### src/hdl/jcsf_pkg.sv
// Shared types, codes and helper functions for the coefficient symbol former.
package jcsf_pkg;

	// Number of color components with a DC predictor
	localparam int COMPONENTS = 3;
	localparam int COMP_IDX_W = (COMPONENTS > 1) ? $clog2(COMPONENTS) : 1;

	// Symbol kinds
	localparam logic [1:0] KIND_DC  = 2'd0;
	localparam logic [1:0] KIND_AC  = 2'd1;
	localparam logic [1:0] KIND_ZRL = 2'd2;
	localparam logic [1:0] KIND_EOB = 2'd3;

	// Amplitude and run limits
	localparam logic signed [12:0] DIFF_MAX = 13'sd2047;
	localparam logic signed [12:0] DIFF_MIN = -13'sd2047;
	localparam logic signed [11:0] COEF_MIN = -12'sd2048;
	localparam logic signed [11:0] AC_MIN   = -12'sd2047;
	localparam logic [3:0] MAX_SIZE  = 4'd11;
	localparam logic [3:0] ZRL_RUN   = 4'd15;
	localparam logic [5:0] PEND_MAX  = 6'd63;
	localparam logic [5:0] LAST_POS  = 6'd63;
	localparam logic [7:0] ZRL_BYTE  = 8'hF0;
	localparam logic [7:0] EOB_BYTE  = 8'h00;

	// Command queue between front and back
	localparam int QDEPTH  = 4;
	localparam int QPTR_W  = $clog2(QDEPTH);
	localparam int QCNT_W  = $clog2(QDEPTH + 1);

	// One classified item: kind, ZRLs to send first, run, saturated value
	typedef struct packed {
		logic [1:0]         kind;
		logic [1:0]         zrl;
		logic [3:0]         run;
		logic signed [11:0] value;
	} cmd_t;

	// Write side of the queue
	typedef struct packed {
		logic valid;
		cmd_t cmd;
	} push_t;

	// Head of the queue
	typedef struct packed {
		logic valid;
		cmd_t cmd;
	} head_t;

	// Magnitude of a value known to lie in -2047..2047
	function automatic logic [10:0] magnitude(input logic signed [11:0] v);
		logic [11:0] m;
		m = v[11] ? 12'(-v) : 12'(v);
		return m[10:0];
	endfunction

	// Size category: index of highest set bit plus one
	function automatic logic [3:0] size_of(input logic [10:0] mag);
		logic [3:0] s;
		s = 4'd0;
		for (int i = 0; i < 11; i++) begin
			if (mag[i]) s = 4'(i + 1);
		end
		return s;
	endfunction

	// Amplitude bits: magnitude, or its ones complement in size bits when negative
	function automatic logic [10:0] amp_of(input logic neg, input logic [10:0] mag,
		input logic [3:0] s);
		logic [10:0] mask;
		mask = 11'((12'd1 << s) - 12'd1);
		return neg ? (~mag & mask) : mag;
	endfunction

endpackage

### src/hdl/jcsf_ifs.sv
// Valid/ready channel interfaces for coefficient input and symbol output.
interface jcsf_coef_if;
	logic               valid;
	logic               ready;
	logic signed [11:0] coefficient;
	logic [5:0]         position;
	logic [1:0]         color_component;

	modport source (output valid, output coefficient, output position,
		output color_component, input ready);
	modport sink (input valid, input coefficient, input position,
		input color_component, output ready);
endinterface

interface jcsf_sym_if;
	logic        valid;
	logic        ready;
	logic [1:0]  symbol_kind;
	logic [3:0]  zero_run;
	logic [3:0]  size_category;
	logic [10:0] amplitude_bits;
	logic [7:0]  symbol_byte;
	logic        last_of_run;

	modport source (output valid, output symbol_kind, output zero_run,
		output size_category, output amplitude_bits, output symbol_byte,
		output last_of_run, input ready);
	modport sink (input valid, input symbol_kind, input zero_run,
		input size_category, input amplitude_bits, input symbol_byte,
		input last_of_run, output ready);
endinterface

### src/hdl/jpeg_coefficient_symbol_former.sv
// Top level of the coefficient symbol former: front end, command queue, back end.
//
//  channel  | dir | payload                                          | item
//  ---------+-----+--------------------------------------------------+---------------
//  coefs    | in  | coefficient, position, color_component           | one coefficient
//  symbols  | out | symbol_kind, zero_run, size_category,            | one symbol
//           |     | amplitude_bits, symbol_byte, last_of_run         |
//
// A coefficient is taken every cycle while the four-entry command queue has room.
// Each symbol is registered into the output from the command at the queue head; an AC item
// with pending ZRLs is sent as one ZRL symbol per pending ZRL, then the AC symbol.
// Sustained rate is one coefficient per cycle while symbols.ready is high, less while ZRLs are expanded.
// Reset clears the zero run count, the DC predictors, the queue and output valid.
// Output stalls fill the queue, then hold coefs.ready low.
module jpeg_coefficient_symbol_former (
	input logic          clk,
	input logic          arst_n,
	jcsf_coef_if.sink    coefs,
	jcsf_sym_if.source   symbols
);

	jcsf_pkg::push_t push;
	jcsf_pkg::head_t head;
	logic            q_full;
	logic            pop;

	jcsf_front u_front (
		.clk             (clk),
		.arst_n          (arst_n),
		.in_valid        (coefs.valid),
		.coefficient     (coefs.coefficient),
		.position        (coefs.position),
		.color_component (coefs.color_component),
		.q_full          (q_full),
		.in_ready        (coefs.ready),
		.push            (push)
	);

	jcsf_queue u_queue (
		.clk    (clk),
		.arst_n (arst_n),
		.push   (push),
		.pop    (pop),
		.full   (q_full),
		.head   (head)
	);

	jcsf_back u_back (
		.clk            (clk),
		.arst_n         (arst_n),
		.head           (head),
		.pop            (pop),
		.out_ready      (symbols.ready),
		.out_valid      (symbols.valid),
		.symbol_kind    (symbols.symbol_kind),
		.zero_run       (symbols.zero_run),
		.size_category  (symbols.size_category),
		.amplitude_bits (symbols.amplitude_bits),
		.symbol_byte    (symbols.symbol_byte),
		.last_of_run    (symbols.last_of_run)
	);

	// Only a ZRL leaves its item unfinished
	a_last_flag: assert property (@(posedge clk) disable iff (!arst_n)
		symbols.valid |-> (symbols.last_of_run == (symbols.symbol_kind != jcsf_pkg::KIND_ZRL)))
		else $error("last_of_run does not match symbol kind");

	// ZRL and EOB carry no amplitude
	a_no_amp: assert property (@(posedge clk) disable iff (!arst_n)
		(symbols.valid && (symbols.symbol_kind == jcsf_pkg::KIND_ZRL ||
			symbols.symbol_kind == jcsf_pkg::KIND_EOB))
		|-> (symbols.size_category == 4'd0 && symbols.amplitude_bits == 11'd0))
		else $error("ZRL or EOB with nonzero size");

	// Size stays in range and the symbol byte agrees with run and size
	a_byte: assert property (@(posedge clk) disable iff (!arst_n)
		symbols.valid |-> (symbols.size_category <= jcsf_pkg::MAX_SIZE &&
			symbols.symbol_byte == {symbols.zero_run, symbols.size_category}))
		else $error("symbol byte or size out of line");

	// A full queue stalls the input side
	a_full_stall: assert property (@(posedge clk) disable iff (!arst_n)
		q_full |-> !coefs.ready)
		else $error("input taken while queue full");

endmodule

### src/hdl/jcsf_front.sv
// Front end: accepts coefficients, tracks DC predictors and zero runs, classifies.
module jcsf_front (
	input  logic                clk,
	input  logic                arst_n,
	input  logic                in_valid,
	input  logic signed [11:0]  coefficient,
	input  logic [5:0]          position,
	input  logic [1:0]          color_component,
	input  logic                q_full,
	output logic                in_ready,
	output jcsf_pkg::push_t     push
);

	logic signed [11:0] pred_q [jcsf_pkg::COMPONENTS];
	logic [5:0]         pending_q;

	logic                                 accept;
	logic                                 comp_ok;
	logic [jcsf_pkg::COMP_IDX_W-1:0]      comp_idx;
	logic signed [11:0]                   pred;
	logic signed [12:0]                   diff;
	logic signed [11:0]                   diff_sat;
	logic signed [11:0]                   ac_val;
	logic                                 is_dc;
	logic                                 is_zero;
	logic                                 is_last;

	assign in_ready = !q_full;
	assign accept   = in_valid && in_ready;
	assign is_dc    = (position == 6'd0);
	assign is_zero  = (coefficient == 12'sd0);
	assign is_last  = (position == jcsf_pkg::LAST_POS);
	assign comp_ok  = (32'(color_component) < jcsf_pkg::COMPONENTS);
	assign comp_idx = jcsf_pkg::COMP_IDX_W'(color_component);

	// DC difference against the component predictor, saturated
	always_comb begin
		pred = comp_ok ? pred_q[comp_idx] : 12'sd0;
		diff = 13'(coefficient) - 13'(pred);
		if (diff > jcsf_pkg::DIFF_MAX)
			diff_sat = 12'(jcsf_pkg::DIFF_MAX);
		else if (diff < jcsf_pkg::DIFF_MIN)
			diff_sat = 12'(jcsf_pkg::DIFF_MIN);
		else
			diff_sat = diff[11:0];
		ac_val = (coefficient == jcsf_pkg::COEF_MIN) ? jcsf_pkg::AC_MIN : coefficient;
	end

	// Classify into a queue command
	always_comb begin
		push.valid     = accept && (is_dc || !is_zero || is_last);
		push.cmd.zrl   = pending_q[5:4];
		push.cmd.run   = pending_q[3:0];
		push.cmd.value = ac_val;
		push.cmd.kind  = jcsf_pkg::KIND_AC;
		if (is_dc) begin
			push.cmd.kind  = jcsf_pkg::KIND_DC;
			push.cmd.value = diff_sat;
		end else if (is_zero) begin
			push.cmd.kind  = jcsf_pkg::KIND_EOB;
		end
	end

	// Zero run count
	always_ff @(posedge clk or negedge arst_n) begin
		if (!arst_n) begin
			pending_q <= 6'd0;
		end else if (accept) begin
			if (is_dc || !is_zero || is_last)
				pending_q <= 6'd0;
			else if (pending_q != jcsf_pkg::PEND_MAX)
				pending_q <= pending_q + 6'd1;
		end
	end

	// DC predictors take the new DC level
	always_ff @(posedge clk or negedge arst_n) begin
		if (!arst_n) begin
			for (int i = 0; i < jcsf_pkg::COMPONENTS; i++) pred_q[i] <= 12'sd0;
		end else if (accept && is_dc && comp_ok) begin
			pred_q[comp_idx] <= coefficient;
		end
	end

endmodule

### src/hdl/jcsf_queue.sv
// Short command queue between the front and back ends.
module jcsf_queue (
	input  logic                clk,
	input  logic                arst_n,
	input  jcsf_pkg::push_t     push,
	input  logic                pop,
	output logic                full,
	output jcsf_pkg::head_t     head
);

	jcsf_pkg::cmd_t                 slot_q [jcsf_pkg::QDEPTH];
	logic [jcsf_pkg::QPTR_W-1:0]    wr_q;
	logic [jcsf_pkg::QPTR_W-1:0]    rd_q;
	logic [jcsf_pkg::QCNT_W-1:0]    cnt_q;
	logic                           do_push;
	logic                           do_pop;

	assign full       = (cnt_q == jcsf_pkg::QCNT_W'(jcsf_pkg::QDEPTH));
	assign head.valid = (cnt_q != '0);
	assign head.cmd   = slot_q[rd_q];
	assign do_push    = push.valid && !full;
	assign do_pop     = pop && head.valid;

	// Storage
	always_ff @(posedge clk) begin
		if (do_push) slot_q[wr_q] <= push.cmd;
	end

	// Pointers and fill count
	always_ff @(posedge clk or negedge arst_n) begin
		if (!arst_n) begin
			wr_q  <= '0;
			rd_q  <= '0;
			cnt_q <= '0;
		end else begin
			if (do_push) wr_q <= wr_q + 1'b1;
			if (do_pop)  rd_q <= rd_q + 1'b1;
			unique case ({do_push, do_pop})
				2'b10:   cnt_q <= cnt_q + 1'b1;
				2'b01:   cnt_q <= cnt_q - 1'b1;
				default: cnt_q <= cnt_q;
			endcase
		end
	end

endmodule

### src/hdl/jcsf_back.sv
// Back end: expands ZRLs, forms size/amplitude and drives the output register.
module jcsf_back (
	input  logic               clk,
	input  logic               arst_n,
	input  jcsf_pkg::head_t    head,
	output logic               pop,
	input  logic               out_ready,
	output logic               out_valid,
	output logic [1:0]         symbol_kind,
	output logic [3:0]         zero_run,
	output logic [3:0]         size_category,
	output logic [10:0]        amplitude_bits,
	output logic [7:0]         symbol_byte,
	output logic               last_of_run
);

	logic [1:0]  zsent_q;
	logic        load;
	logic        send_zrl;
	logic [10:0] mag;
	logic [3:0]  size;
	logic [10:0] amp;

	assign load     = head.valid && (!out_valid || out_ready);
	assign send_zrl = (head.cmd.kind == jcsf_pkg::KIND_AC) && (zsent_q != head.cmd.zrl);
	assign pop      = load && !send_zrl;
	assign mag      = jcsf_pkg::magnitude(head.cmd.value);
	assign size     = jcsf_pkg::size_of(mag);
	assign amp      = jcsf_pkg::amp_of(head.cmd.value[11], mag, size);

	// ZRLs already sent for the head command
	always_ff @(posedge clk or negedge arst_n) begin
		if (!arst_n) begin
			zsent_q <= 2'd0;
		end else if (load) begin
			zsent_q <= send_zrl ? zsent_q + 2'd1 : 2'd0;
		end
	end

	// Output valid
	always_ff @(posedge clk or negedge arst_n) begin
		if (!arst_n) begin
			out_valid <= 1'b0;
		end else if (load) begin
			out_valid <= 1'b1;
		end else if (out_ready) begin
			out_valid <= 1'b0;
		end
	end

	// Output payload
	always_ff @(posedge clk) begin
		if (load) begin
			if (send_zrl) begin
				symbol_kind    <= jcsf_pkg::KIND_ZRL;
				zero_run       <= jcsf_pkg::ZRL_RUN;
				size_category  <= 4'd0;
				amplitude_bits <= 11'd0;
				symbol_byte    <= jcsf_pkg::ZRL_BYTE;
				last_of_run    <= 1'b0;
			end else begin
				symbol_kind   <= head.cmd.kind;
				last_of_run   <= 1'b1;
				unique case (head.cmd.kind)
					jcsf_pkg::KIND_DC: begin
						zero_run       <= 4'd0;
						size_category  <= size;
						amplitude_bits <= amp;
						symbol_byte    <= {4'd0, size};
					end
					jcsf_pkg::KIND_AC: begin
						zero_run       <= head.cmd.run;
						size_category  <= size;
						amplitude_bits <= amp;
						symbol_byte    <= {head.cmd.run, size};
					end
					default: begin
						zero_run       <= 4'd0;
						size_category  <= 4'd0;
						amplitude_bits <= 11'd0;
						symbol_byte    <= jcsf_pkg::EOB_BYTE;
					end
				endcase
			end
		end
	end

endmodule
### src/flat_wrapper.sv
// flat-port wrapper written by rule: the top's interface ports become plain ports
module jpeg_coefficient_symbol_former_flat 
  (clk, arst_n, coefs_valid, coefs_coefficient, coefs_position, coefs_color_component, coefs_ready, symbols_valid, symbols_symbol_kind, symbols_zero_run, symbols_size_category, symbols_amplitude_bits, symbols_symbol_byte, symbols_last_of_run, symbols_ready);
  jcsf_coef_if coefs_i ();
  jcsf_sym_if symbols_i ();
  input logic clk;
  input logic arst_n;
  input wire logic [$bits(coefs_i.valid)-1:0] coefs_valid;
  input wire logic [$bits(coefs_i.coefficient)-1:0] coefs_coefficient;
  input wire logic [$bits(coefs_i.position)-1:0] coefs_position;
  input wire logic [$bits(coefs_i.color_component)-1:0] coefs_color_component;
  output wire logic [$bits(coefs_i.ready)-1:0] coefs_ready;
  output wire logic [$bits(symbols_i.valid)-1:0] symbols_valid;
  output wire logic [$bits(symbols_i.symbol_kind)-1:0] symbols_symbol_kind;
  output wire logic [$bits(symbols_i.zero_run)-1:0] symbols_zero_run;
  output wire logic [$bits(symbols_i.size_category)-1:0] symbols_size_category;
  output wire logic [$bits(symbols_i.amplitude_bits)-1:0] symbols_amplitude_bits;
  output wire logic [$bits(symbols_i.symbol_byte)-1:0] symbols_symbol_byte;
  output wire logic [$bits(symbols_i.last_of_run)-1:0] symbols_last_of_run;
  input wire logic [$bits(symbols_i.ready)-1:0] symbols_ready;
  assign coefs_i.valid = coefs_valid;
  assign coefs_i.coefficient = coefs_coefficient;
  assign coefs_i.position = coefs_position;
  assign coefs_i.color_component = coefs_color_component;
  assign coefs_ready = coefs_i.ready;
  assign symbols_valid = symbols_i.valid;
  assign symbols_symbol_kind = symbols_i.symbol_kind;
  assign symbols_zero_run = symbols_i.zero_run;
  assign symbols_size_category = symbols_i.size_category;
  assign symbols_amplitude_bits = symbols_i.amplitude_bits;
  assign symbols_symbol_byte = symbols_i.symbol_byte;
  assign symbols_last_of_run = symbols_i.last_of_run;
  assign symbols_i.ready = symbols_ready;
  jpeg_coefficient_symbol_former u_core (.clk(clk), .arst_n(arst_n), .coefs(coefs_i), .symbols(symbols_i));
endmodule
### config.mk
export PLATFORM = sky130hd
export DESIGN_NAME = jpeg_coefficient_symbol_former_flat
export DESIGN_NICKNAME = d
export VERILOG_FILES = /design/src/hdl/jcsf_pkg.sv /design/src/hdl/jcsf_ifs.sv /design/src/hdl/jpeg_coefficient_symbol_former.sv /design/src/hdl/jcsf_front.sv /design/src/hdl/jcsf_queue.sv /design/src/hdl/jcsf_back.sv /design/src/flat_wrapper.sv
export SDC_FILE = /design/constraint.sdc
export NUM_CORES = 1
export LEC_CHECK = 0
export BUFFER_PORTS_ARGS = -buffer_cell sky130_fd_sc_hd__buf_2
export CELL_PAD_IN_SITES_DETAIL_PLACEMENT = 0
export CELL_PAD_IN_SITES_GLOBAL_PLACEMENT = 2
export CORE_MARGIN = 2
export CORE_UTILIZATION = 40
export DETAILED_ROUTE_END_ITERATION = 16
export MAX_ROUTING_LAYER = met4
export PLACE_DENSITY_LB_ADDON = 0.25
export SLEW_MARGIN = 25
export SYNTH_ARGS = -nofsm -noshare
export SYNTH_HDL_FRONTEND = slang
export SYNTH_SLANG_ARGS = --single-unit
### constraint.sdc
create_clock -name clk -period 6.1 [get_ports clk]
set_input_delay 0.305 -clock clk [delete_from_list [all_inputs] [get_ports clk]]
set_output_delay 0.305 -clock clk [all_outputs]
set_load 0.03 [all_outputs]
# Yosys cells after proc, flatten, opt, wreduce, memory -nomap -nowiden
# Memory sizes are Yosys's and may differ from the RTL's.
# Cells that the tools add are included.
# op_classes
n_addsub	9
n_mux	37
shift	1
order_cmp	5
n_reduce_logical	27
eq_ne	8
n_bitwise	4
# op_table
op	count
$mux W12	8
$mux W4	11
$bwmux W36	1
$bmux W12 S2	1
$demux W12 S2	1
$mux W11	2
$pmux W8 S2	1
$gt A13 B12 Y1 const B	1
$lt A13 B12 Y1 const B	1
$sub A12 B12 Y13	1
$eq A12 B12 Y1 const B	1
$logic_not A12 Y1	1
$mux W6	2
$and A11 B11 Y11	1
$neg A11 Y11	1
$not A11 Y11	1
$shl A1 B4 Y11 const A	1
$sub A11 B1 Y11 const B	1
$logic_and A1 B1 Y1	10
$add A2 B1 Y2 const B	3
$add A6 B1 Y6 const B	1
$eq A6 B6 Y1 const B	1
$logic_not A6 Y1	1
$mux W1	6
other kinds (21)	32
# totals
ramBits	80
word_cells	107
n_memories	1
reg_bits	82
inputBits	24
# memory_table
name	depth	word_bits	rd	rd_clocked_by_memory_dff	wr	line	source
u_core.u_queue.slot_q	4	20	1	0	1	jcsf_queue.sv:11	jcsf_pkg::cmd_t slot_q [jcsf_pkg::QDEPTH];

# Depth between registers and ports, before layout
# Gate-level depths: netlist (run 1).
# An unclocked memory read counts as a cell.
# depth
ltp_word	18
ltp_mapped	21
depth_no_buf	16

# Hierarchy
# Synthesis (run 1) repeated with hierarchy kept, for this count alone.
# hier_totals
cells_unflattened	684
area_unflattened_um2	8476.9
# modules_own_cells
mod	area_each_um2	cells_per_inst	seq_area_each_um2	n_inst
jcsf_queue	3338.2	141	2577.5	1
jcsf_front	2920.3	303	1051.0	1
jcsf_back	2218.4	240	855.8	1

# Worst setup path before layout (run 1)
# No wires, ideal clock.
# synth_timing
path_type	input port to flip-flop
startpoint	in coefs_color_component[1]
endpoint	mem u_core.u_queue.slot_q[0][10] in the netlist's numbering, data pin
cell_stages	17
path_buffers	3
t_required_ns	5.881
arrival_time_ns	4.176
setup_slack_ns	1.705
setup_ns	0.219
cell_sequence	clkbuf_1 > buf_1 > mux2i_1 > nor2_1 > a21oi_1 > ha_1 > nor2b_1 > o21ai_0 > a21boi_1 > o211ai_1 > a21oi_1 > a2111oi_0 > a21oi_1 > xor2_1 > clkbuf_1 > nor2_1 > o31ai_1
# synth_rtl
item	line	source
start, declared	flat_wrapper.sv:11	input wire logic [$bits(coefs_i.color_component)-1:0] coefs_color_component;
end, declared	jcsf_queue.sv:11	

# Worst setup path after layout (run 1)
# layout_timing
startpoint	reg u_core.u_queue.rd_q[0] in the netlist's numbering
endpoint	reg u_core.u_back.amplitude_bits[6], data pin
# layout_via
elab_chain_len	18
word_cells_on_any_way	26
# layout_lines
item	line	source
start, declared	jcsf_queue.sv:13	logic [jcsf_pkg::QPTR_W-1:0] rd_q;
start signal, assigned	jcsf_queue.sv:37	if (do_pop) rd_q <= rd_q + 1'b1;
$mem_v2 Z4 W20 *	-	
$neg A11 Y11	jcsf_pkg.sv:54	m = v[11] ? 12'(-v) : 12'(v);
$mux W11	jcsf_pkg.sv:54	
$mux W1	jcsf_pkg.sv:63	if (mag[i]) s = 4'(i + 1);
$mux W4 (10 in a row)	jcsf_pkg.sv:63	
$shl A1 B4 Y11	jcsf_pkg.sv:72	mask = 11'((12'd1 << s) - 12'd1);
$sub A11 B1 Y11	jcsf_pkg.sv:72	
$and A11 B11 Y11	jcsf_pkg.sv:73	return neg ? (~mag & mask) : mag;
$mux W11	jcsf_pkg.sv:73	
end signal, assigned	jcsf_back.sv:68	amplitude_bits <= amp;
end signal, assigned	jcsf_back.sv:74	amplitude_bits <= amp;
end, declared	jcsf_back.sv:12	output logic [10:0] amplitude_bits,
# Every way passes the cells marked *; elsewhere a longest branch is shown, timed or not.
# A chain may end at the register's enable or synchronous reset.

==> results of run 1 <==
==> metrics by stage <==
stage	hold slack, ps	std cells	total power (uW)	worst slack (ps)
6_report	1.685	984	4540	1315
3_3_place_gp	465.5	952	3507	1202
3_5_place_dp	487.7	952	3522	1109
2_1_floorplan	9.409	652	3094	1705
5_1_grt	52.31	984	4828	1030
4_1_cts	23.61	984	4583	1318
==> power groups by stage <==
| stage | Clock [uW] | Sequential (uW) | Combinational [uW] |
|---|---|---|---|
| finish | 1050 | 1590 | 1900 |
| global route | 1120 | 1620 | 2090 |
| CTS | 1070 | 1600 | 1910 |
| detailed placement | 0 | 1620 | 1900 |
| global placement | 0 | 1610 | 1900 |
| floorplan | 0 | 1790 | 1300 |
==> sequential cells by signal, indices dropped and copies added, names as in the netlist, 3 cells and up <==
register / flops
u_core.u_back.size_category: 4
u_core.u_back.amplitude_bits: 11
u_core.u_back.zero_run: 4
u_core.u_front.pending_q: 6
u_core.u_queue.cnt_q: 3
u_core.u_front.pred_q: 36
u_core.u_queue.slot_q: 80
u_core.u_back.symbol_byte: 7
==> kinds of logic (layout without fill, tap and decap cells) <==
family,Yosys count,after routing
fa+ha+maj,22,22
flops,161,161
buf+inv,61,123
mux,73,73
simple gates,180,180
xor+xnor,29,29
compound gates,126,126
==> Yosys cell counts (3+ instances only) <==
master    count  area share [%]
buf_2         7            0.43
nor2b_1       4            0.31
a31oi_1       5            0.38
a21o_1        5            0.46
nand3_1       9            0.55
nand4_1       6            0.46
nand2b_1      5            0.38
mux2_2       38             5.2
o22ai_1       3            0.23
mux2i_1      15             1.8
o21ai_0      27             1.7
xnor2_1      15             1.6
edfxtp_1    109              40
nand2_1      42             1.9
buf_1         4            0.18
buf_6         5            0.69
nor3_1       12            0.74
ha_1         20             3.1
o21ai_2       3            0.32
nor2_2        3            0.23
nor2_1       54             2.5
and2_1        9            0.69
o31ai_1       9            0.83
or4_1         4            0.37
nor4_1        6            0.46
or3_1         5            0.38
and3_1        5            0.38
inv_1        28             1.3
dfrtp_1      52              16
xor2_1       14             1.5
a211oi_1      3            0.28
mux4_2       20             5.5
a21oi_1      42             2.6
clkbuf_1     16            0.74
o21ai_1       5            0.31
==> layer usage <==
layer	routed length, um	share of wire (%)
met5	0	0
met4	227	1.4
met3	526	3.2
met2	8241	50
met1	7587	46
==> area by class of cell <==
type	count	share of cell area (%)
Clock buffer	17	4.582
Clock inverter	15	1.819
Inverter	28	1.132
Multi-Input combinational cell	430	35.95
Sequential cell	161	49.27
Tap cell	270	3.638
Timing Repair Buffer	63	3.611
==> final timing paths <==
| kind | to | slack [ps] | cells after the start |
|---|---|---|---|
| max reg2reg | u_core.u_back.amplitude_bits[6] | 1320 | 14 |
| max in group asynchronous | u_core.u_queue.wr_q[1] | 5600 | 2 |
| min in group clk | u_core.u_front.pred_q[0] | 200 | 2 |
| min | u_core.u_front.pred_q[1] | 2 | 2 |
| min reg2reg | u_core.u_front.pred_q[6] | 510 | 1 |
| max | u_core.u_back.amplitude_bits[6] | 1320 | 14 |
==> summary.md, run 1 <==
| Metric | Value |
|---|---|
| Share of the core filled with cells | `46.18%` |
| Layout cells sized above 1 | `roughly 25%` |
| Post-synth EDFFs | `109` |
| I/O pin cnt | `56` |
| Worst setup path startpoint | `u_core.u_queue.rd_q[0]` |
| Clk Latency, worst-skew pair | `420 ps` |
| FMAX | `209.0 MHz` |
| Tot GR Track Use | `16.57%` |
| Status | `complete, no violations` |
| Gr busiest metal | `met2` |
| Vias/cell | `5.261` |
| Via count | `5177` |
| Post-synthesis simple-gate area fraction | `approximately 11%` |
| Final period util | `slightly below 80%` |
| Initial Util | `40.63%` |
| Clk sinks | `~160` |
| Number of buffers created by CTS | `17` |
| Sequential share of power | `35.0%` |
| Synth warn | `0` |
| Mapped Cells | `652` |
| Asr flop ratio synth | `32.30%` |
| Post-synth cell types | `70` |
| Mux cell area share after synthesis | `12.59%` |
| Final RePlAce weighted congestion | `0.8497` |
| NetSw | `1824 uW` |
| Met3 Use GR | `2.826%` |
| GRT overflow | `0` |
| Buffers & Inverters on Critical Path | `1` |
| Placed cell area | `8686 sq um` |
| Slowest cell on crit path | `mux4_2` |
| Clock Tree Root | `clkbuf_16` |
| Final slew viol count | `0` |
| GR Layer Usage met1 | `20.70%` |
| DR WL/cell | `16.85 um` |
| Largest family of logic cells by synthesized area | `multiplexers` |
| Postcts setup bufs | `0` |
| Final HPWL DP | `11880 um` |
| Clock-pin slew on the worst setup and hold paths | `70 ps` |
| Hold Crit Class | `input port to async pin` |
| Max Cap Viol | `0` |
| Setup TNS | `0 ps` |
| Fillers | `1781` |
| Primary FF master, synth | `edfxtp_1` |
| Synthesis-to-layout area growth | `13.68%` |
| Post-CTS sizing | `0` |
| Post-synthesis compound-gate area fraction | `about a tenth` |
| Hold_buf cts | `0` |
| Ant diodes | `0` |
| Core Region | `20100 sq um` |
| Port bufs | `55` |
| First-pass GRT wire length | `27280 um` |
| Final Critical Period | `about 4800 ps` |
| Critical path class | `flip-flop to flip-flop` |
| RSZ-0062 raised after global routing | `no` |
| Setup violations, final | `0` |
| WL final | `16580 um` |
| Critical Path End Type | `flip-flop` |
| CP Launch Type | `flip-flop` |
| Antenna violations before repair | `0` |
| Pwr dens | `488.9 nW/um^2` |
| # DRC | `0` |
| Row count | `52` |
| Slew @ Worst Pin | `858.9 ps` |
| Critical Path RT | `about 6200 ps` |
| Slew headroom | `42.74%` |
| Post-route ant nets | `0` |
| Crit Reg-Reg Startpoint | `u_core.u_queue.rd_q[0]` |
| Post-synthesis xor/xnor area fraction | `3.110%` |
| Pre-antenna DRT Iters | `4` |
| DIE WIDTH | `146.9 um` |
| Drt first-iter violations | `306` |
| Crit-path max FO | `18` |
| Area of all sequential standard cells | `between 4000 and 5000 sq um` |
| Leak pwr | `0.003630 uW` |
| H-tree lvl count | `4` |
| Die Y | `146.9 um` |
| Max VDD drop | `roughly 0.23 mV` |
| Post-Synth Adder-Cell Area | `3.554%` |
| Vias in the first global route | `~5300` |
| Synthesized area | `between 8000 and 9000 sq um` |
| Met2 Resource Use GR | `between 20 and 30%` |
| Average instance area after synthesis | `12.53 sq um` |
| CP arrival | `4920 ps` |
| Nets | `747` |
| Post-route cell area | `9285 sq um` |
| Crit path largest cell delay | `around 700 ps` |
| FF+latch count, synth | `161` |
| Layout Skew | `around 12 ps` |
| Commonest cells after routing, fill and taps aside | `edfxtp_1, buf_2, nor2_1` |
| Multi-input gate area | `3338 sq um` |
| Critical path's top delay family | `simple AND/OR/NAND/NOR gates` |
| TritonCTS clock tree | `done` |
| Cell mode on critical path | `nor3_2` |
| Critical path, cell by cell | `buf_4 -> mux4_2 -> or4_4 -> or4b_1 -> a21oi_1 -> a211o_4 -> o21ai_2 -> and2_1 -> nand3_1 -> ha_1 -> nor3_2 -> a21o_1 -> a222oi_1 -> nor3_2` |
| Commonest non-fill, non-tap cell in the layout | `edfxtp_1` |
| Register area share after synthesis | `56.00%` |
| Clock power frac | `between 20 and 25%` |
| Final Hold Viols | `0` |
| Maximum clock insertion buffer count | `2` |
| Pint | `2716 uW` |
| Logic pwr share | `41.8%` |
| DIE AREA | `21580 sq um` |
| Sw Ratio | `40.17%` |
| Mapped Nets | `between 600 and 700` |
| Largest net degree at the start of global routing | `53` |
No activity file was read; power rests on OpenSTA's default activity.
==> inputs of run 2 (changes only) <==
CORE_UTILIZATION = 38   (was 40)
clock period = 3.9 ns   (was 6.1 ns; I/O delays follow)
==> summary.md, run 2 (synthesis results as in run 1) <==
| Metric | Value |
|---|---|
| Status | `complete, but fails checks` |
| Failing checks | `negative setup slack` |
| Final slew viol count | `0 (unchanged)` |
| DR WL/cell | `16.71 um (-0.86%)` |
| Critical path class | `flip-flop to flip-flop` |
| Clock-pin slew on the worst setup and hold paths | `70 ps (about the same)` |
| Vias/cell | `5.177 (-1.6%)` |
| Layout Skew | `11.11 ps (-0.4975 ps)` |
| Vias in the first global route | `5621 (+5.8%)` |
| Post-route ant nets | `0 (unchanged)` |
| Ant diodes | `0 (unchanged)` |
| Commonest cells after routing, fill and taps aside | `edfxtp_1, buf_4, buf_2` |
| FMAX | `256.1 MHz (+23%)` |
| Via count | `5441 (+5.1%)` |
| Share of the core filled with cells | `46.99% (+0.80 points)` |
| Leak pwr | `0.003959 uW (+9.1%)` |
| Core Region | `21090 sq um (+4.9%)` |
| Clock Tree Root | `clkbuf_16` |
| Final RePlAce weighted congestion | `0.8008 (-5.8%)` |
| Synthesis-to-layout area growth | `21.31%` |
| Critical Path RT | `4080 ps (-2160 ps)` |
| DIE AREA | `22680 sq um (+5.1%)` |
| Post-Place Worst Slack | `-59.43 ps (-1169 ps)` |
| Crit-path max FO | `7 (-11)` |
| PnR worst setup slack | `-4.788 ps (-1320 ps)` |
| I/O pin cnt | `56 (unchanged)` |
| CP Launch Type | `flip-flop` |
| Antenna violations before repair | `0 (unchanged)` |
| Setup TNS | `-4.788 ps (-4.788 ps)` |
| Max FFs per register | `80 (unchanged)` |
| Setup violations, final | `1 (+1)` |
| CP arrival | `4080 ps (-840 ps)` |
| First-pass GRT wire length | `28860 um (+5.8%)` |
| Slew @ Worst Pin | `792.0 ps (-66.87 ps)` |
| Top flop regs | `u_core.u_queue.slot_q: 80 flops, u_core.u_front.pred_q: 36 flops, u_core.u_back.amplitude_bits: 11 flops` |
| Commonest non-fill, non-tap cell in the layout | `edfxtp_1` |
| Sequential share of power | `32.2% (-2.8 points)` |
| Pint | `4650 uW (+71%)` |
| RSZ-0062 raised after global routing | `yes` |
| DIE WIDTH | `150.6 um (+2.5%)` |
| Nets | `809 (+8.3%)` |
| Clk Latency, worst-skew pair | `430 ps (about the same)` |
| GRT overflow | `0 (unchanged)` |
| Sw Ratio | `39.76% (-0.41 points)` |
| Row count | `53 (+1.9%)` |
| Die Y | `150.6 um (+2.5%)` |
| # DRC | `0 (unchanged)` |
| Port bufs | `55 (unchanged)` |
| Pre-antenna DRT Iters | `4 (unchanged)` |
| Final Hold Viols | `0 (unchanged)` |
| Max VDD drop | `0.3521 mV (+54%)` |
| Initial Util | `38.73% (-1.9 points)` |
| Final Critical Period | `3905 ps (-879.9 ps)` |
| Final period util | `100.1% (+22 points)` |
| TritonCTS clock tree | `done` |
| Largest net degree at the start of global routing | `35 (-34%)` |
| Pwr dens | `779.2 nW/um^2 (+59%)` |
| Clk sinks | `161 (unchanged)` |
| Logic pwr share | `45.9% (+4.1 points)` |
| Final HPWL DP | `13040 um (+9.7%)` |
| WL final | `17560 um (+5.9%)` |
| NetSw | `3070 uW (+68%)` |
| H-tree lvl count | `4 (unchanged)` |
| Max Cap Viol | `0 (unchanged)` |
| Clock power frac | `22.0% (-1.1 points)` |
| Reg with most FFs | `u_core.u_queue.slot_q` |
| Maximum clock insertion buffer count | `2 (unchanged)` |
| Layout cells sized above 1 | `33.76% (+8.3 points)` |
| Tot GR Track Use | `16.92% (+0.35 points)` |
| Critical Path End Type | `flip-flop` |
| Drt first-iter violations | `175 (-43%)` |
| Fillers | `1896 (+6.5%)` |
| Number of buffers created by CTS | `17 (unchanged)` |
| Slew headroom | `47.14% (+4.4 points)` |
| Hold Crit Class | `input port to flip-flop` |
[run 2: worst paths after layout]
check	to	depth (start not counted)	slack (ps)	start
min	u_core.u_front.pred_q[0]	2	80	coefs_coefficient[0]
max	u_core.u_back.amplitude_bits[6]	17	-5	u_core.u_queue.rd_q[0]
min reg2reg	u_core.u_front.pred_q[32]	1	510	u_core.u_front.pred_q[32]
max reg2reg	u_core.u_back.amplitude_bits[6]	17	-5	u_core.u_queue.rd_q[0]
max in group asynchronous	u_core.u_queue.rd_q[0]	3	2830	arst_n
min in group asynchronous	u_core.u_front.pred_q[22]	2	230	arst_n
[run 2: cell type report]
class / count / area [sq um] / share of cell area [%]
Multi-Input combinational cell: 430 / 3443 / 34.75
Clock inverter: 15 / 191.4 / 1.932
Sequential cell: 161 / 4576 / 46.18
Timing Repair Buffer: 125 / 823.3 / 8.309
Inverter: 28 / 105.1 / 1.061
Clock buffer: 17 / 425.4 / 4.293
Tap cell: 275 / 344.1 / 3.473
[run 2: power groups by stage]
stage	sequential, uW	combinational, uW	clock (uW)
detailed placement	2530	3450	0
global route	2530	3860	1810
CTS	2500	3470	1740
finish	2480	3540	1690
floorplan	2800	2100	0
global placement	2510	3430	0
[run 2: through the flow]
| stage | cell area (sq um) | total power (uW) | cells | hold slack, ps |
|---|---|---|---|---|
| 3_5_place_dp | 9161 | 5977 | 1010 | 146.0 |
| 5_1_grt | 9908 | 8197 | 1051 | 68.31 |
| 4_1_cts | 9799 | 7706 | 1043 | 61.18 |
| 2_1_floorplan | 8247 | 4904 | 652 | -100.6 |
| 3_3_place_gp | 9161 | 5940 | 1010 | 139.7 |
| 6_report | 9908 | 7720 | 1051 | 79.32 |
[run 2: critical path, cell delays in order (launching register included)]
cell	delay, ps
dfrtp_2	390
buf_6	120
mux4_2	520
inv_2	110
ha_4	140
inv_2	30
or4_4	590
buf_6	150
mux2i_1	160
a21oi_1	110
o21ai_2	210
nand2_2	100
nor2_4	140
nand3_2	110
ha_4	210
a21o_1	160
a222oi_1	360
nor3_2	60
[run 2: routing by layer]
metal / track usage (%) / share of wire, % / vias up
met5: - / 0 / -
met4: 6.542 / 2.6 / 0
met3: 3.212 / 3.7 / 27
met2: 28.30 / 50 / 108
met1: 20.35 / 43 / 2653
li1: - / - / 2653
[run 2: repair_timing]
action,in CTS,in global routing
hold endpoints to repair,18,0
buffers inserted,0,8
endpoints found under the setup margin,3,44
cloned,0,0
pin swaps,0,11
hold buffers,1,0
gates resized for setup,3,16
